==> src/hdl/rhc_pkg.sv <==
`default_nettype none

package rhc_pkg;

  // Channel width and hue scaling.
  localparam int CB      = 8;
  localparam int HFB     = 6;
  localparam int HUE_W   = 15;
  localparam int CMAX    = (1 << CB) - 1;

  // Hue constants in units of 1/2^HFB degree.
  localparam int HUE_SIXTH      = 60 << HFB;
  localparam int HUE_THIRD      = 120 << HFB;
  localparam int HUE_TWO_THIRDS = 240 << HFB;
  localparam int HUE_FULL       = 360 << HFB;

  // Quotient bits needed by the larger of the two divisions (hue: up to HUE_SIXTH).
  localparam int QBITS  = $clog2(HUE_SIXTH + 1);
  // Working width of a division lane: holds both numerators and the shifted divisors.
  localparam int NUM_W  = $clog2(CMAX * HUE_SIXTH + 1);
  localparam int DSH_W  = CB + QBITS - 1;
  localparam int LANE_W = (NUM_W > DSH_W) ? NUM_W : DSH_W;

  // Signed width for the hue sum before wrapping.
  localparam int HSUM_W = $clog2(HUE_FULL) + 2;

  typedef enum logic [1:0] {
    SEC_RED   = 2'd0,
    SEC_GREEN = 2'd1,
    SEC_BLUE  = 2'd2
  } sector_t;

  typedef struct packed {
    logic [LANE_W-1:0] rem;
    logic [LANE_W-1:0] dsh;
    logic [QBITS-1:0]  quo;
  } lane_t;

  typedef struct packed {
    logic [CB-1:0] bright;
    sector_t       sec;
    logic          neg;
    logic          zero_hue;
    logic          zero_sat;
  } tag_t;

  typedef struct packed {
    lane_t sat;
    lane_t hue;
    tag_t  tag;
  } stage_t;

endpackage

`default_nettype wire

==> src/hdl/rhc_front.sv <==
`default_nettype none

module rhc_front (
  input  wire logic                clk,
  input  wire logic                rst_n,
  input  wire logic                acc,
  input  wire logic [rhc_pkg::CB-1:0] red,
  input  wire logic [rhc_pkg::CB-1:0] green,
  input  wire logic [rhc_pkg::CB-1:0] blue,
  output logic                     vld,
  output rhc_pkg::stage_t          stg
);
  import rhc_pkg::*;

  logic [CB-1:0]     mx;
  logic [CB-1:0]     mn;
  logic [CB-1:0]     delta;
  logic [CB:0]       diff;
  logic [CB-1:0]     mag;
  sector_t           sec;
  stage_t            stg_nxt;
  logic              vld_r;
  stage_t            stg_r;

  always_comb begin
    mx = red;
    if (green > mx) mx = green;
    if (blue > mx) mx = blue;
    mn = red;
    if (green < mn) mn = green;
    if (blue < mn) mn = blue;
    delta = mx - mn;

    // The first channel that holds the maximum picks the sector.
    if (red >= mx) begin
      sec  = SEC_RED;
      diff = {1'b0, green} - {1'b0, blue};
    end else if (green >= mx) begin
      sec  = SEC_GREEN;
      diff = {1'b0, blue} - {1'b0, red};
    end else begin
      sec  = SEC_BLUE;
      diff = {1'b0, red} - {1'b0, green};
    end
    mag = diff[CB] ? CB'(-diff) : diff[CB-1:0];

    stg_nxt.sat.rem = LANE_W'(delta) * LANE_W'(CMAX);
    stg_nxt.sat.dsh = LANE_W'(mx) << (QBITS - 1);
    stg_nxt.sat.quo = '0;
    stg_nxt.hue.rem = LANE_W'(mag) * LANE_W'(HUE_SIXTH);
    stg_nxt.hue.dsh = LANE_W'(delta) << (QBITS - 1);
    stg_nxt.hue.quo = '0;
    stg_nxt.tag.bright   = mx;
    stg_nxt.tag.sec      = sec;
    stg_nxt.tag.neg      = diff[CB];
    stg_nxt.tag.zero_hue = (delta == '0);
    stg_nxt.tag.zero_sat = (mx == '0);
  end

  always_ff @(posedge clk) begin
    if (!rst_n) begin
      vld_r <= 1'b0;
    end else begin
      vld_r <= acc;
    end
  end

  always_ff @(posedge clk) begin
    stg_r <= stg_nxt;
  end

  assign vld = vld_r;
  assign stg = stg_r;

endmodule

`default_nettype wire

==> src/hdl/rhc_cell.sv <==
`default_nettype none

module rhc_cell (
  input  wire logic            clk,
  input  wire logic            rst_n,
  input  wire logic            vld_in,
  input  rhc_pkg::stage_t      stg_in,
  output logic                 vld_out,
  output rhc_pkg::stage_t      stg_out
);
  import rhc_pkg::*;

  logic   vld_r;
  stage_t stg_r;
  stage_t stg_nxt;

  // One restoring step on a lane: trial subtract, then halve the divisor.
  function automatic lane_t div_step(input lane_t l);
    lane_t o;
    logic  ge;
    ge    = (l.rem >= l.dsh);
    o.rem = ge ? (l.rem - l.dsh) : l.rem;
    o.dsh = l.dsh >> 1;
    o.quo = {l.quo[QBITS-2:0], ge};
    return o;
  endfunction

  always_comb begin
    stg_nxt     = stg_in;
    stg_nxt.sat = div_step(stg_in.sat);
    stg_nxt.hue = div_step(stg_in.hue);
  end

  always_ff @(posedge clk) begin
    if (!rst_n) begin
      vld_r <= 1'b0;
    end else begin
      vld_r <= vld_in;
    end
  end

  always_ff @(posedge clk) begin
    stg_r <= stg_nxt;
  end

  assign vld_out = vld_r;
  assign stg_out = stg_r;

endmodule

`default_nettype wire

==> src/hdl/rhc_back.sv <==
`default_nettype none

module rhc_back (
  input  wire logic                     clk,
  input  wire logic                     rst_n,
  input  wire logic                     vld_in,
  input  rhc_pkg::stage_t               stg_in,
  output logic                          vld,
  output logic [rhc_pkg::HUE_W-1:0]     hue,
  output logic [rhc_pkg::CB-1:0]        sat,
  output logic [rhc_pkg::CB-1:0]        bright
);
  import rhc_pkg::*;

  logic signed [HSUM_W-1:0] offs;
  logic signed [HSUM_W-1:0] qs;
  logic signed [HSUM_W-1:0] hsum;
  logic [HUE_W-1:0]         hue_nxt;
  logic [CB-1:0]            sat_nxt;
  logic                     vld_r;
  logic [HUE_W-1:0]         hue_r;
  logic [CB-1:0]            sat_r;
  logic [CB-1:0]            bright_r;

  always_comb begin
    case (stg_in.tag.sec)
      SEC_RED:   offs = '0;
      SEC_GREEN: offs = HSUM_W'(HUE_THIRD);
      SEC_BLUE:  offs = HSUM_W'(HUE_TWO_THIRDS);
      default:   offs = '0;
    endcase
    qs   = HSUM_W'(stg_in.hue.quo);
    hsum = stg_in.tag.neg ? (offs - qs) : (offs + qs);
    // A truncated quotient of zero leaves the sum at zero, so no wrap there.
    if (hsum < 0) hsum = hsum + HSUM_W'(HUE_FULL);
    hue_nxt = stg_in.tag.zero_hue ? '0 : hsum[HUE_W-1:0];
    sat_nxt = stg_in.tag.zero_sat ? '0 : stg_in.sat.quo[CB-1:0];
  end

  always_ff @(posedge clk) begin
    if (!rst_n) begin
      vld_r <= 1'b0;
    end else begin
      vld_r <= vld_in;
    end
  end

  always_ff @(posedge clk) begin
    hue_r    <= hue_nxt;
    sat_r    <= sat_nxt;
    bright_r <= stg_in.tag.bright;
  end

  assign vld    = vld_r;
  assign hue    = hue_r;
  assign sat    = sat_r;
  assign bright = bright_r;

endmodule

`default_nettype wire

==> src/hdl/rgb_to_hsv_convert.sv <==
`default_nettype none

// RGB to HSV converter for 8-bit channels. A pixel beat is taken at every
// clock edge where start is high; busy is always low, so a new pixel may be
// presented in every cycle and the block sustains one pixel per clock. Each
// result appears on the out_ ports for exactly one cycle, marked by
// out_valid, once its pixel has passed the front end, which finds the
// maximum, minimum and sector and forms the two numerators, the row of
// division cells, and the back end, which assembles the hue and registers
// the outputs. The receiver cannot stall the block, so it must take every
// result in the cycle it is shown. Brightness is the largest channel,
// saturation is floor(delta * 255 / max), and hue is in units of 1/64
// degree, 0 to 23039, with black and grey pixels giving a hue of zero.

module rgb_to_hsv_convert (
  input  wire logic                     clk,
  input  wire logic                     rst_n,
  input  wire logic                     start,
  output logic                          busy,
  input  wire logic [rhc_pkg::CB-1:0]   in_red,
  input  wire logic [rhc_pkg::CB-1:0]   in_green,
  input  wire logic [rhc_pkg::CB-1:0]   in_blue,
  output logic                          out_valid,
  output logic [rhc_pkg::HUE_W-1:0]     out_hue,
  output logic [rhc_pkg::CB-1:0]        out_saturation,
  output logic [rhc_pkg::CB-1:0]        out_brightness
);
  import rhc_pkg::*;

  // Row of QBITS cells; stage 0 is the front end's output register and
  // stage k the output of cell k-1. Both divisions share each cell: the
  // saturation lane divides delta * 255 by max, the hue lane divides
  // |difference| * 3840 by delta, and each cell settles one quotient bit of
  // each, most significant first.
  logic   vld_s [QBITS+1];
  stage_t stg_s [QBITS+1];

  // The block never refuses a pixel.
  assign busy = 1'b0;

  rhc_front u_front (
    .clk   (clk),
    .rst_n (rst_n),
    .acc   (start && !busy),
    .red   (in_red),
    .green (in_green),
    .blue  (in_blue),
    .vld   (vld_s[0]),
    .stg   (stg_s[0])
  );

  for (genvar k = 0; k < QBITS; k++) begin : g_cell
    rhc_cell u_cell (
      .clk     (clk),
      .rst_n   (rst_n),
      .vld_in  (vld_s[k]),
      .stg_in  (stg_s[k]),
      .vld_out (vld_s[k+1]),
      .stg_out (stg_s[k+1])
    );
  end

  // Sector offset, sign and the black and grey cases are applied here.
  rhc_back u_back (
    .clk    (clk),
    .rst_n  (rst_n),
    .vld_in (vld_s[QBITS]),
    .stg_in (stg_s[QBITS]),
    .vld    (out_valid),
    .hue    (out_hue),
    .sat    (out_saturation),
    .bright (out_brightness)
  );

`ifndef SYNTHESIS
  // The wrap into the full circle must never leave a hue of 360 degrees or more.
  a_hue_range: assert property (@(posedge clk) disable iff (!rst_n)
    out_valid |-> (out_hue < HUE_W'(HUE_FULL)))
    else $error("hue out of range");

  // A black pixel gives zero saturation and zero hue.
  a_black: assert property (@(posedge clk) disable iff (!rst_n)
    (out_valid && (out_brightness == '0)) |-> ((out_saturation == '0) && (out_hue == '0)))
    else $error("black pixel with non-zero hue or saturation");

  // Zero saturation means a grey pixel, whose hue must be zero.
  a_grey: assert property (@(posedge clk) disable iff (!rst_n)
    (out_valid && (out_saturation == '0)) |-> (out_hue == '0))
    else $error("grey pixel with non-zero hue");

  // A result beat is always the echo of an earlier pixel beat, sent through the front end, the cells and the back end.
  a_latency: assert property (@(posedge clk) disable iff (!rst_n)
    out_valid |-> $past(start, QBITS + 2))
    else $error("result without a matching pixel");
`endif

endmodule

`default_nettype wire

==> config.mk <==
export PLATFORM = sky130hd
export DESIGN_NAME = rgb_to_hsv_convert
export DESIGN_NICKNAME = d
export VERILOG_FILES = /design/src/hdl/rhc_pkg.sv /design/src/hdl/rhc_front.sv /design/src/hdl/rhc_cell.sv /design/src/hdl/rhc_back.sv /design/src/hdl/rgb_to_hsv_convert.sv
export SDC_FILE = /design/constraint.sdc
export NUM_CORES = 1
export LEC_CHECK = 0
export BUFFER_PORTS_ARGS = -buffer_cell sky130_fd_sc_hd__buf_2
export CAP_MARGIN = 10
export CELL_PAD_IN_SITES_DETAIL_PLACEMENT = 0
export CELL_PAD_IN_SITES_GLOBAL_PLACEMENT = 1
export CORE_MARGIN = 5
export CORE_UTILIZATION = 30
export DETAILED_ROUTE_END_ITERATION = 10
export PLACE_DENSITY = 0.64
export RECOVER_POWER = 25
export SETUP_SLACK_MARGIN = 0.4
export SLEW_MARGIN = 20
export SYNTH_ARGS = -nofsm -noshare
export SYNTH_HDL_FRONTEND = slang
export SYNTH_HIERARCHICAL = 1
export SYNTH_SLANG_ARGS = --single-unit
==> constraint.sdc <==
create_clock -name clk -period 11.7 [get_ports clk]
set_input_delay 1.755 -clock clk [delete_from_list [all_inputs] [get_ports clk]]
set_output_delay 1.755 -clock clk [all_outputs]
set_load 0.005 [all_outputs]
# Word level (Yosys, flattened, before mapping)
# Cells that the tools add are included.
[classes]
n_reduce_logical = 2
shift = 0
n_div = 0
eq_ne = 2
add_sub_neg = 30
muxes = 33
magnitude_cmp = 31
bitwise = 0
multipliers = 2
[ops]
columns = ["operator", "n"]
rows = [
  ["two-way mux 20 bit", 21],
  [">= comparator 20 x 10 -> 1 bit", 2],
  [">= comparator 20 x 11 -> 1 bit", 2],
  [">= comparator 20 x 12 -> 1 bit", 2],
  [">= comparator 20 x 13 -> 1 bit", 2],
  [">= comparator 20 x 14 -> 1 bit", 2],
  [">= comparator 20 x 15 -> 1 bit", 2],
  [">= comparator 20 x 16 -> 1 bit", 2],
  [">= comparator 20 x 17 -> 1 bit", 2],
  [">= comparator 20 x 18 -> 1 bit", 2],
  [">= comparator 20 x 8 -> 1 bit", 2],
  [">= comparator 20 x 9 -> 1 bit", 2],
  ["two-way mux 8 bit", 5],
  ["subtractor 20 x 10 -> 20 bit", 2],
  ["subtractor 20 x 11 -> 20 bit", 2],
  ["subtractor 20 x 12 -> 20 bit", 2],
  ["subtractor 20 x 13 -> 20 bit", 2],
  ["subtractor 20 x 14 -> 20 bit", 2],
  ["subtractor 20 x 15 -> 20 bit", 2],
  ["subtractor 20 x 16 -> 20 bit", 2],
  ["subtractor 20 x 17 -> 20 bit", 2],
  ["subtractor 20 x 18 -> 20 bit", 2],
  ["subtractor 20 x 9 -> 20 bit", 2],
  ["one-hot mux 14 bit (2 select lines)", 1],
  ["24 further kinds", 31],
]
[totals]
memories = 0
reg_bits = 892
wordCells = 240
input_bits = 27
latchBits = 0
out_inout_bits = 33
romBits = 0
mem_bits_rw = 0

# Longest topological paths before layout
# Gate-level depths: netlist of the first run.
[logic_depth]
depth_word = 10
ltp_mapped = 48
depth_no_buf = 45

# By module
# Netlist of the first run, hierarchy kept.
[by_module_without_submodules]
columns = ["module", "cells_each", "area_each_um2", "seq_area_each_um2", "instances"]
rows = [
  ["rhc_cell at g_cell[5].u_cell ...", 543, 5049.8, 2322.2, 5],
  ["rhc_cell at g_cell[1].u_cell ...", 517, 5063.6, 2322.2, 4],
  ["rhc_cell at g_cell[10].u_cell ...", 522, 5014.8, 2322.2, 2],
  ["rhc_front", 775, 6802.8, 980.9, 1],
  ["rhc_cell at g_cell[0].u_cell", 547, 5225.0, 2322.2, 1],
  ["rhc_back", 153, 1500.2, 640.6, 1],
  ["rgb_to_hsv_convert", 2, 11.3, 0.0, 1],
]

# Worst setup path before layout of the first run
# No wires, ideal clock.
[synth_path]
path_type = "input to register"
start = "input port in_green[2] (netlist bit)"
end = "register u_front.stg_r, in the netlist u_front/stg[64]"
setup_ns = 0.072
stages = 45
path_slack_ns = 0.652
arrival_ns = 10.976
required_time_ns = 11.628
path_buffers = 2
cell_sequence = "inv_1 -> ha_1 -> a21oi_1 -> a211oi_4 -> nor2_4 -> buf_1 -> mux2i_1 -> ha_1 -> a21oi_1 -> nand2_1 -> a21o_1 -> a21oi_1 -> o21ai_0 -> a22oi_1 -> clkbuf_1 -> nor2_1 -> a21oi_1 -> inv_1 -> [9 not listed] -> inv_1 -> ha_1 -> or2_2 -> xor2_1 -> inv_1 -> fa_1 -> inv_1 -> fa_1 -> ha_1 -> a21o_1 -> a21oi_1 -> o21ai_0 -> a21oi_1 -> o21bai_1 -> a21oi_1 -> o21bai_1 -> a21oi_1 -> xnor2_1"
[synth_lines]
columns = ["element", "line_no", "rtl"]
rows = [
  ["start: declaration", "rgb_to_hsv_convert.sv:21", "input wire logic [rhc_pkg::CB-1:0] in_green,"],
  ["end signal: assignment", "rhc_front.sv:69", "stg_r <= stg_nxt;"],
  ["end: declaration", "rhc_front.sv:23", "stage_t stg_r;"],
]

==> summary.md, run 1 <==
The tree is rooted in a sky130_fd_sc_hd__clkbuf_16. The net count of the finished layout is 7532. Yosys printed 6 warnings. Leaving out fill and tap cells, the most frequent cells in the layout are 1221 x sky130_fd_sc_hd__dfxtp_1, 763 x sky130_fd_sc_hd__inv_1, 607 x sky130_fd_sc_hd__ha_1. After floorplanning, the core was sized to cover 206900 um^2.

The multi-input gate area in the final layout is 33700 um^2, and the number of buffers on the longest clock path is 3. Measured along the y axis, the die boundary spans 465.7 um. For the largest net degree at the start of global routing, the log shows 41. The detailed router finished its first iteration with 2325 violations. The per-cell routed wire length is 14.73 um, and the final count of negative-setup-slack endpoints is 0.

The final number of hold-violating endpoints was 0. The total count of max-transition violations in the final report was 0; the critical path depth in cells was 44. At the worst endpoint, the required time is 12410 ps.

The overall die width is 465.7 um. The count of hold-fix buffers inserted at cts came out at 0. Initial cell density of the core: 30.12%. For the final database, setup skew stands at 25.14 ps.

Once placement finished, the instance area stood at 64920 um^2. The kind of critical path was in -> reg. Category of the worst setup path launch point: a primary input. The total overflow left after global routing is 0.

At the pin with the least slew margin, the transition time is 921.5 ps. The critical path buffer and inverter count is 6, and the part of the cycle the worst path needs is 90.18%. The congestion estimate from routability-driven global placement came to 0.8524. The run gives 60 as the top-level port count. Global routing consumed, over all layers together, 12.91% of the routing resources. Setup repair after global routing left no endpoint under its margin.

The count of nets left with antenna violations once routing finished came out at 0. The tools report the total number of vias as 44.84k. The number of antenna violations at the first check in global routing is 0. The cell class contributing the biggest share of worst-path delay was compound AO/OA/AOI/OAI gates. Summed over all nets, the half-perimeter wirelength after detailed placement is 111300 um. Wires add up to 142200 um. The DRC violation count after routing came out at 0. The count of TritonRoute iterations in the first routing pass is 5, and the maximum cell stage delay along the critical path is 500 ps. The count of buffers added on input and output ports is 58. After technology mapping, the gate count stands at 6785. Among all stages on the critical path, the largest delay is contributed by sky130_fd_sc_hd__fa_1. The clock reaches the later pin of the worst-skew pair after 780 ps. The mapped netlist covers 62300 um^2. The area growth from synthesis to layout is 12.74%.

The most numerous cell on the critical path is sky130_fd_sc_hd__a21oi_1. Across all hold checks on the routed design, the worst slack comes to 310.2 ps. The max-cap check violation count came out at 0. The aggregate negative setup slack was 0 ps; the number of cell instances on the worst register-to-register path was 10. The clock transition at the registers of the reported paths was 60 ps.

Data arrives at the worst endpoint at 11260 ps. Using the TritonRoute via totals, the vias-per-cell ratio works out to 4.643. Row generation in the floorplan step produced 167 rows. TritonCTS built the clock tree.

The peak clock frequency supported by timing was 94.77 MHz; the CTS H-tree depth was 4. The flow ran to the end, and the final reports show no timing, DRC or antenna violations. The clock period could shrink to 10550 ps. The finished cells cover 70240 um^2.

In this run the worst path has a maximum fanout of 7. The class of the tightest hold or removal check is reg -> reg. The mean post-synth cell area is 9.182 um^2, and the total die area is 216900 um^2. Buffers inserted during clock tree synthesis total 147.

The worst hold path passes through 0 cells. The via count of the first global-routing pass was 45.22k; the wire length of the first global-routing pass was 232600 um. In the final layout, the share of cells above drive strength 1 is 8.212%. The tools report the type of destination of the critical path as a register. Clock tree synthesis found a total of 1221 sinks. The count of fill cells added during filler insertion was 21.27k. For the area used by sequential logic in the layout, the log shows 24440 um^2. The repair_antennas step left the layout with diodes totalling 0. Most common cell after layout, fill and taps aside: sky130_fd_sc_hd__dfxtp_1. In this run the tightest slew margin relative to its limit is 38.00%.
worst paths after layout:
check                                       startpoint                                    to  slack (ps)
hold reg to reg   g_cell[8].u_cell/stg_out[17]$_DFF_P_  g_cell[9].u_cell/stg_out[18]$_DFF_P_         310
setup / recovery                           in_green[6]               u_front/stg[64]$_DFF_P_        1150
setup reg to reg  g_cell[0].u_cell/stg_out[27]$_DFF_P_  g_cell[1].u_cell/stg_out[58]$_DFF_P_        8430
hold / removal    g_cell[8].u_cell/stg_out[17]$_DFF_P_  g_cell[9].u_cell/stg_out[18]$_DFF_P_         310
final cells by class:
cell class                 instances  share of cell area, %
clock inverter                    63                  1.397
sequential                      1221                  34.80
tap                             2704                  4.817
timing repair buffer              87                 0.7232
inverter                         774                  4.140
multi-input combinational       4601                  47.99
clock buffer                     207                  6.137
layer usage:
metal  track usage [%]  vias up  part of all wire [%]
met5                 0        -                     0
met2             22.40      680                    47
met3             2.105      224                   3.4
li1                  -    23420                     -
met1             16.20    20520                    46
met4             4.531        0                   3.0
sequential cells by signal (all words and copies together), names as in the netlist:
signal / flops
g_cell.u_cell/stg_out: 1128
u_front/stg: 48
u_back/hue: 15
g_cell.u_cell/vld_out: 12
u_back/bright: 8
u_back/sat: 8
u_back/vld: 1
u_front/vld: 1
timing repair:
action / CTS / global route
endpoints found under the setup margin: 0 / 2
resized for setup: 0 / 3
buffers inserted: 0 / 1
stage by stage:
step	utilization, %	worst slack, ps	cells
floorplan	-	651.8	6831
global placement	31.38	205.2	9386
detailed placement	31.38	173.2	9386
CTS	33.94	1038	9656
global route	33.95	404.5	9657
finish	33.95	1148	9657
Power of run 1 is not shown: default switching activity piles up to over one toggle a cycle in this logic, so the estimate is an artifact.
==> run 2: changes to the inputs <==
--- a/config.mk
+++ b/config.mk
@@ -5,13 +5,13 @@
 export SDC_FILE = /design/constraint.sdc
 export NUM_CORES = 1
 export LEC_CHECK = 0
-export BUFFER_PORTS_ARGS = -buffer_cell sky130_fd_sc_hd__buf_2
 export CAP_MARGIN = 10
 export CELL_PAD_IN_SITES_DETAIL_PLACEMENT = 0
 export CELL_PAD_IN_SITES_GLOBAL_PLACEMENT = 1
 export CORE_MARGIN = 5
 export CORE_UTILIZATION = 30
 export DETAILED_ROUTE_END_ITERATION = 10
+export DONT_BUFFER_PORTS = 1
 export PLACE_DENSITY = 0.64
 export RECOVER_POWER = 25
 export SETUP_SLACK_MARGIN = 0.4
==> summary.md, run 2 (synthesized netlist as in run 1, its figures left out) <==
The arrival time at the worst endpoint is 11180 ps (-80 ps). The height of the chip is 465.7 um (unchanged). Final number of hold-violating endpoints: 0 (unchanged). The top-level port count is 60 (unchanged). Setup repair after global routing left no endpoint under its margin. The post-cts resize count was 0 (unchanged).

The most numerous cell on the critical path is sky130_fd_sc_hd__inv_1. Leaving out fill and tap cells, the most frequent cell in the layout is sky130_fd_sc_hd__dfxtp_1. The tools report the total routing usage reported by global routing as 12.88% (-0.037 points). Relative to the synthesized area, the layout overhead comes to 11.98%. The worst path setup slack after routing is 1219 ps (+70.44 ps). The post-detailed-placement cell area was 64610 um^2 (-0.48%). The final critical delay including setup and external delays is 10480 ps (-70.44 ps), and the DRC violation count after routing is 0 (unchanged).

The run gives 8420 ps (about the same) as the register-to-register path setup slack. The class of the tightest hold or removal check was reg -> reg. The quantity of I/O buffers inserted on ports works out to 0 (-100%). The total count of max-transition violations in the final report was 0 (unchanged); the largest fanout on the critical path was 13 (+6).

The post-detailed-route via-to-cell ratio works out to 4.644 (about the same). The area of the core region was 206900 um^2 (unchanged). The share of post-route cells with drive strength above 1 works out to 7.455% (-0.76 points). The critical-path cell with the highest stage delay was sky130_fd_sc_hd__fa_1. The per-cell routed wire length works out to 14.81 um (+0.57%). The tools report the final routed wirelength across all metal layers as 142200 um (about the same). The non-filler instance count after layout was 9599 (-0.60%); the worst-case headroom to the max-slew limit was 40.36% (+2.4 points). The clock sink count was 1221 (unchanged); the number of nets at the end of the flow was 7478 (-0.72%).

The total number of vias was 44.58k (-0.58%); the count of inserted antenna diode cells was 0 (unchanged). The final weighted congestion in routability-driven placement came out at 0.8369 (-1.8%). The tools report the post-place setup slack as 279.0 ps (+105.8 ps). The run gives 231100 um (-0.65%) as the wire length of the first global-routing pass. The final count of negative-setup-slack endpoints is 0 (unchanged), and the largest net degree at the start of global routing is 41 (unchanged).

The required time of the worst setup path was 12400 ps (about the same); the global route total overflow was 0 (unchanged). The number of rows created at floorplan was 167 (unchanged). The run gives 0 (unchanged) as the count of hold-fix buffers inserted at cts.

The total die area was 216900 um^2 (unchanged); the remaining antenna violation count was 0 (unchanged). Leaving out fill and tap cells, the most frequent cells in the layout are 1221 x sky130_fd_sc_hd__dfxtp_1, 763 x sky130_fd_sc_hd__inv_1, 607 x sky130_fd_sc_hd__ha_1. The run gives 0 (unchanged) as the number of antenna violations at the first check in global routing. Aggregate negative setup slack: 0 ps (unchanged). The number of cells after detailed placement is 9325 (-0.65%), and the overall die width is 465.7 um (unchanged). The tools report the type of destination of the critical path as a register. Maximum cell stage delay along the critical path: 500 ps (about the same). The part of the cycle the worst path needs is 89.58% (-0.60 points).

The critical path is of the in -> reg type. The run gives 95.41 MHz (+0.67%) as the peak clock frequency supported by timing. Category of the worst setup path launch point: a primary input. The violation count after the first detailed-routing iteration came out at 2169 (-6.7%). The number of buffers created by CTS is 148 (+0.68%). The initial cell density of the core was 30.12% (unchanged). TritonCTS built the clock tree. The HPWL reported at the end of detailed placement came out at 111300 um (about the same). The clock transition at the registers of the reported paths is 60 ps (about the same).

The count of TritonRoute iterations in the first routing pass was 5 (unchanged). The CTS H-tree depth is 4 (unchanged), and the slew at the pin closest to its max-slew limit is 892.4 ps (-29.17 ps). The number of buffers on the longest clock path is 3 (unchanged), and the worst clock skew on the final layout is 21.38 ps (-3.760 ps).

The flow ran to the end, and the final reports show no timing, DRC or antenna violations. Cell at the root of the clock tree: sky130_fd_sc_hd__clkbuf_16. For the max-cap check violation count, the log shows 0 (unchanged).

For the worst-skew pair later-pin latency, the log shows 780 ps (about the same). Number of flip-flops in the largest register: 1128 (unchanged). The area of all placed cells without fillers came out at 69760 um^2 (-0.68%).

The via count of the first global-routing pass came out at 44.51k (-1.6%).
==> run 2: path summary, 6_finish.rpt <==
check                                            start                                endpoint  depth (start not counted)
hold / removal     g_cell[6].u_cell/stg_out[0]$_DFF_P_     g_cell[7].u_cell/stg_out[0]$_DFF_P_                          0
setup / recovery                           in_green[2]                 u_front/stg[64]$_DFF_P_                         44
setup reg to reg  g_cell[9].u_cell/stg_out[82]$_DFF_P_  g_cell[10].u_cell/stg_out[100]$_DFF_P_                         10
hold reg to reg    g_cell[6].u_cell/stg_out[0]$_DFF_P_     g_cell[7].u_cell/stg_out[0]$_DFF_P_                          0
==> run 2: per-layer routing <==
metal	vias up	routed length [um]	global-route usage, %
li1	23300	-	-
met4	0	3717	4.134
met2	577	67720	22.41
met1	20510	66270	16.20
met3	195	4484	2.170
met5	-	0	0
==> run 2: cell type report <==
| type | count | area (um^2) |
|---|---|---|
| clock buffer | 202 | 4272 |
| clock inverter | 65 | 832.0 |
| fill | 21280 | 137100 |
| inverter | 774 | 2908 |
| multi-input combinational | 4601 | 33680 |
| sequential | 1221 | 24440 |
| tap | 2704 | 3383 |
| timing repair buffer | 32 | 240.2 |
==> run 2: per-stage QoR <==
step | hold WS, ps | utilization (%)
after global placement | 310.6 | 31.23
after CTS | 315.1 | 33.70
after global routing | 316.6 | 33.72
after floorplan | 309.6 | -
after detailed placement | 312.1 | 31.23
final | 310.1 | 33.72
==> run 2: timing repair <==
item / in CTS / in global routing
endpoints found under the hold margin: 0 / 0
setup endpoints to repair: 0 / 2
setup buffers: 0 / 7
==> run 2: critical path: cells and delay by family <==
family	cells	cell delay, ps
AOI/OAI and AO/OA	18	3630
adders and majority gates	7	2580
and+or+nand+nor	6	1150
buffers and inverters	9	1110
muxes	2	570
xor gates and xnor gates	2	330
Power of run 2 is left out for the same reason.
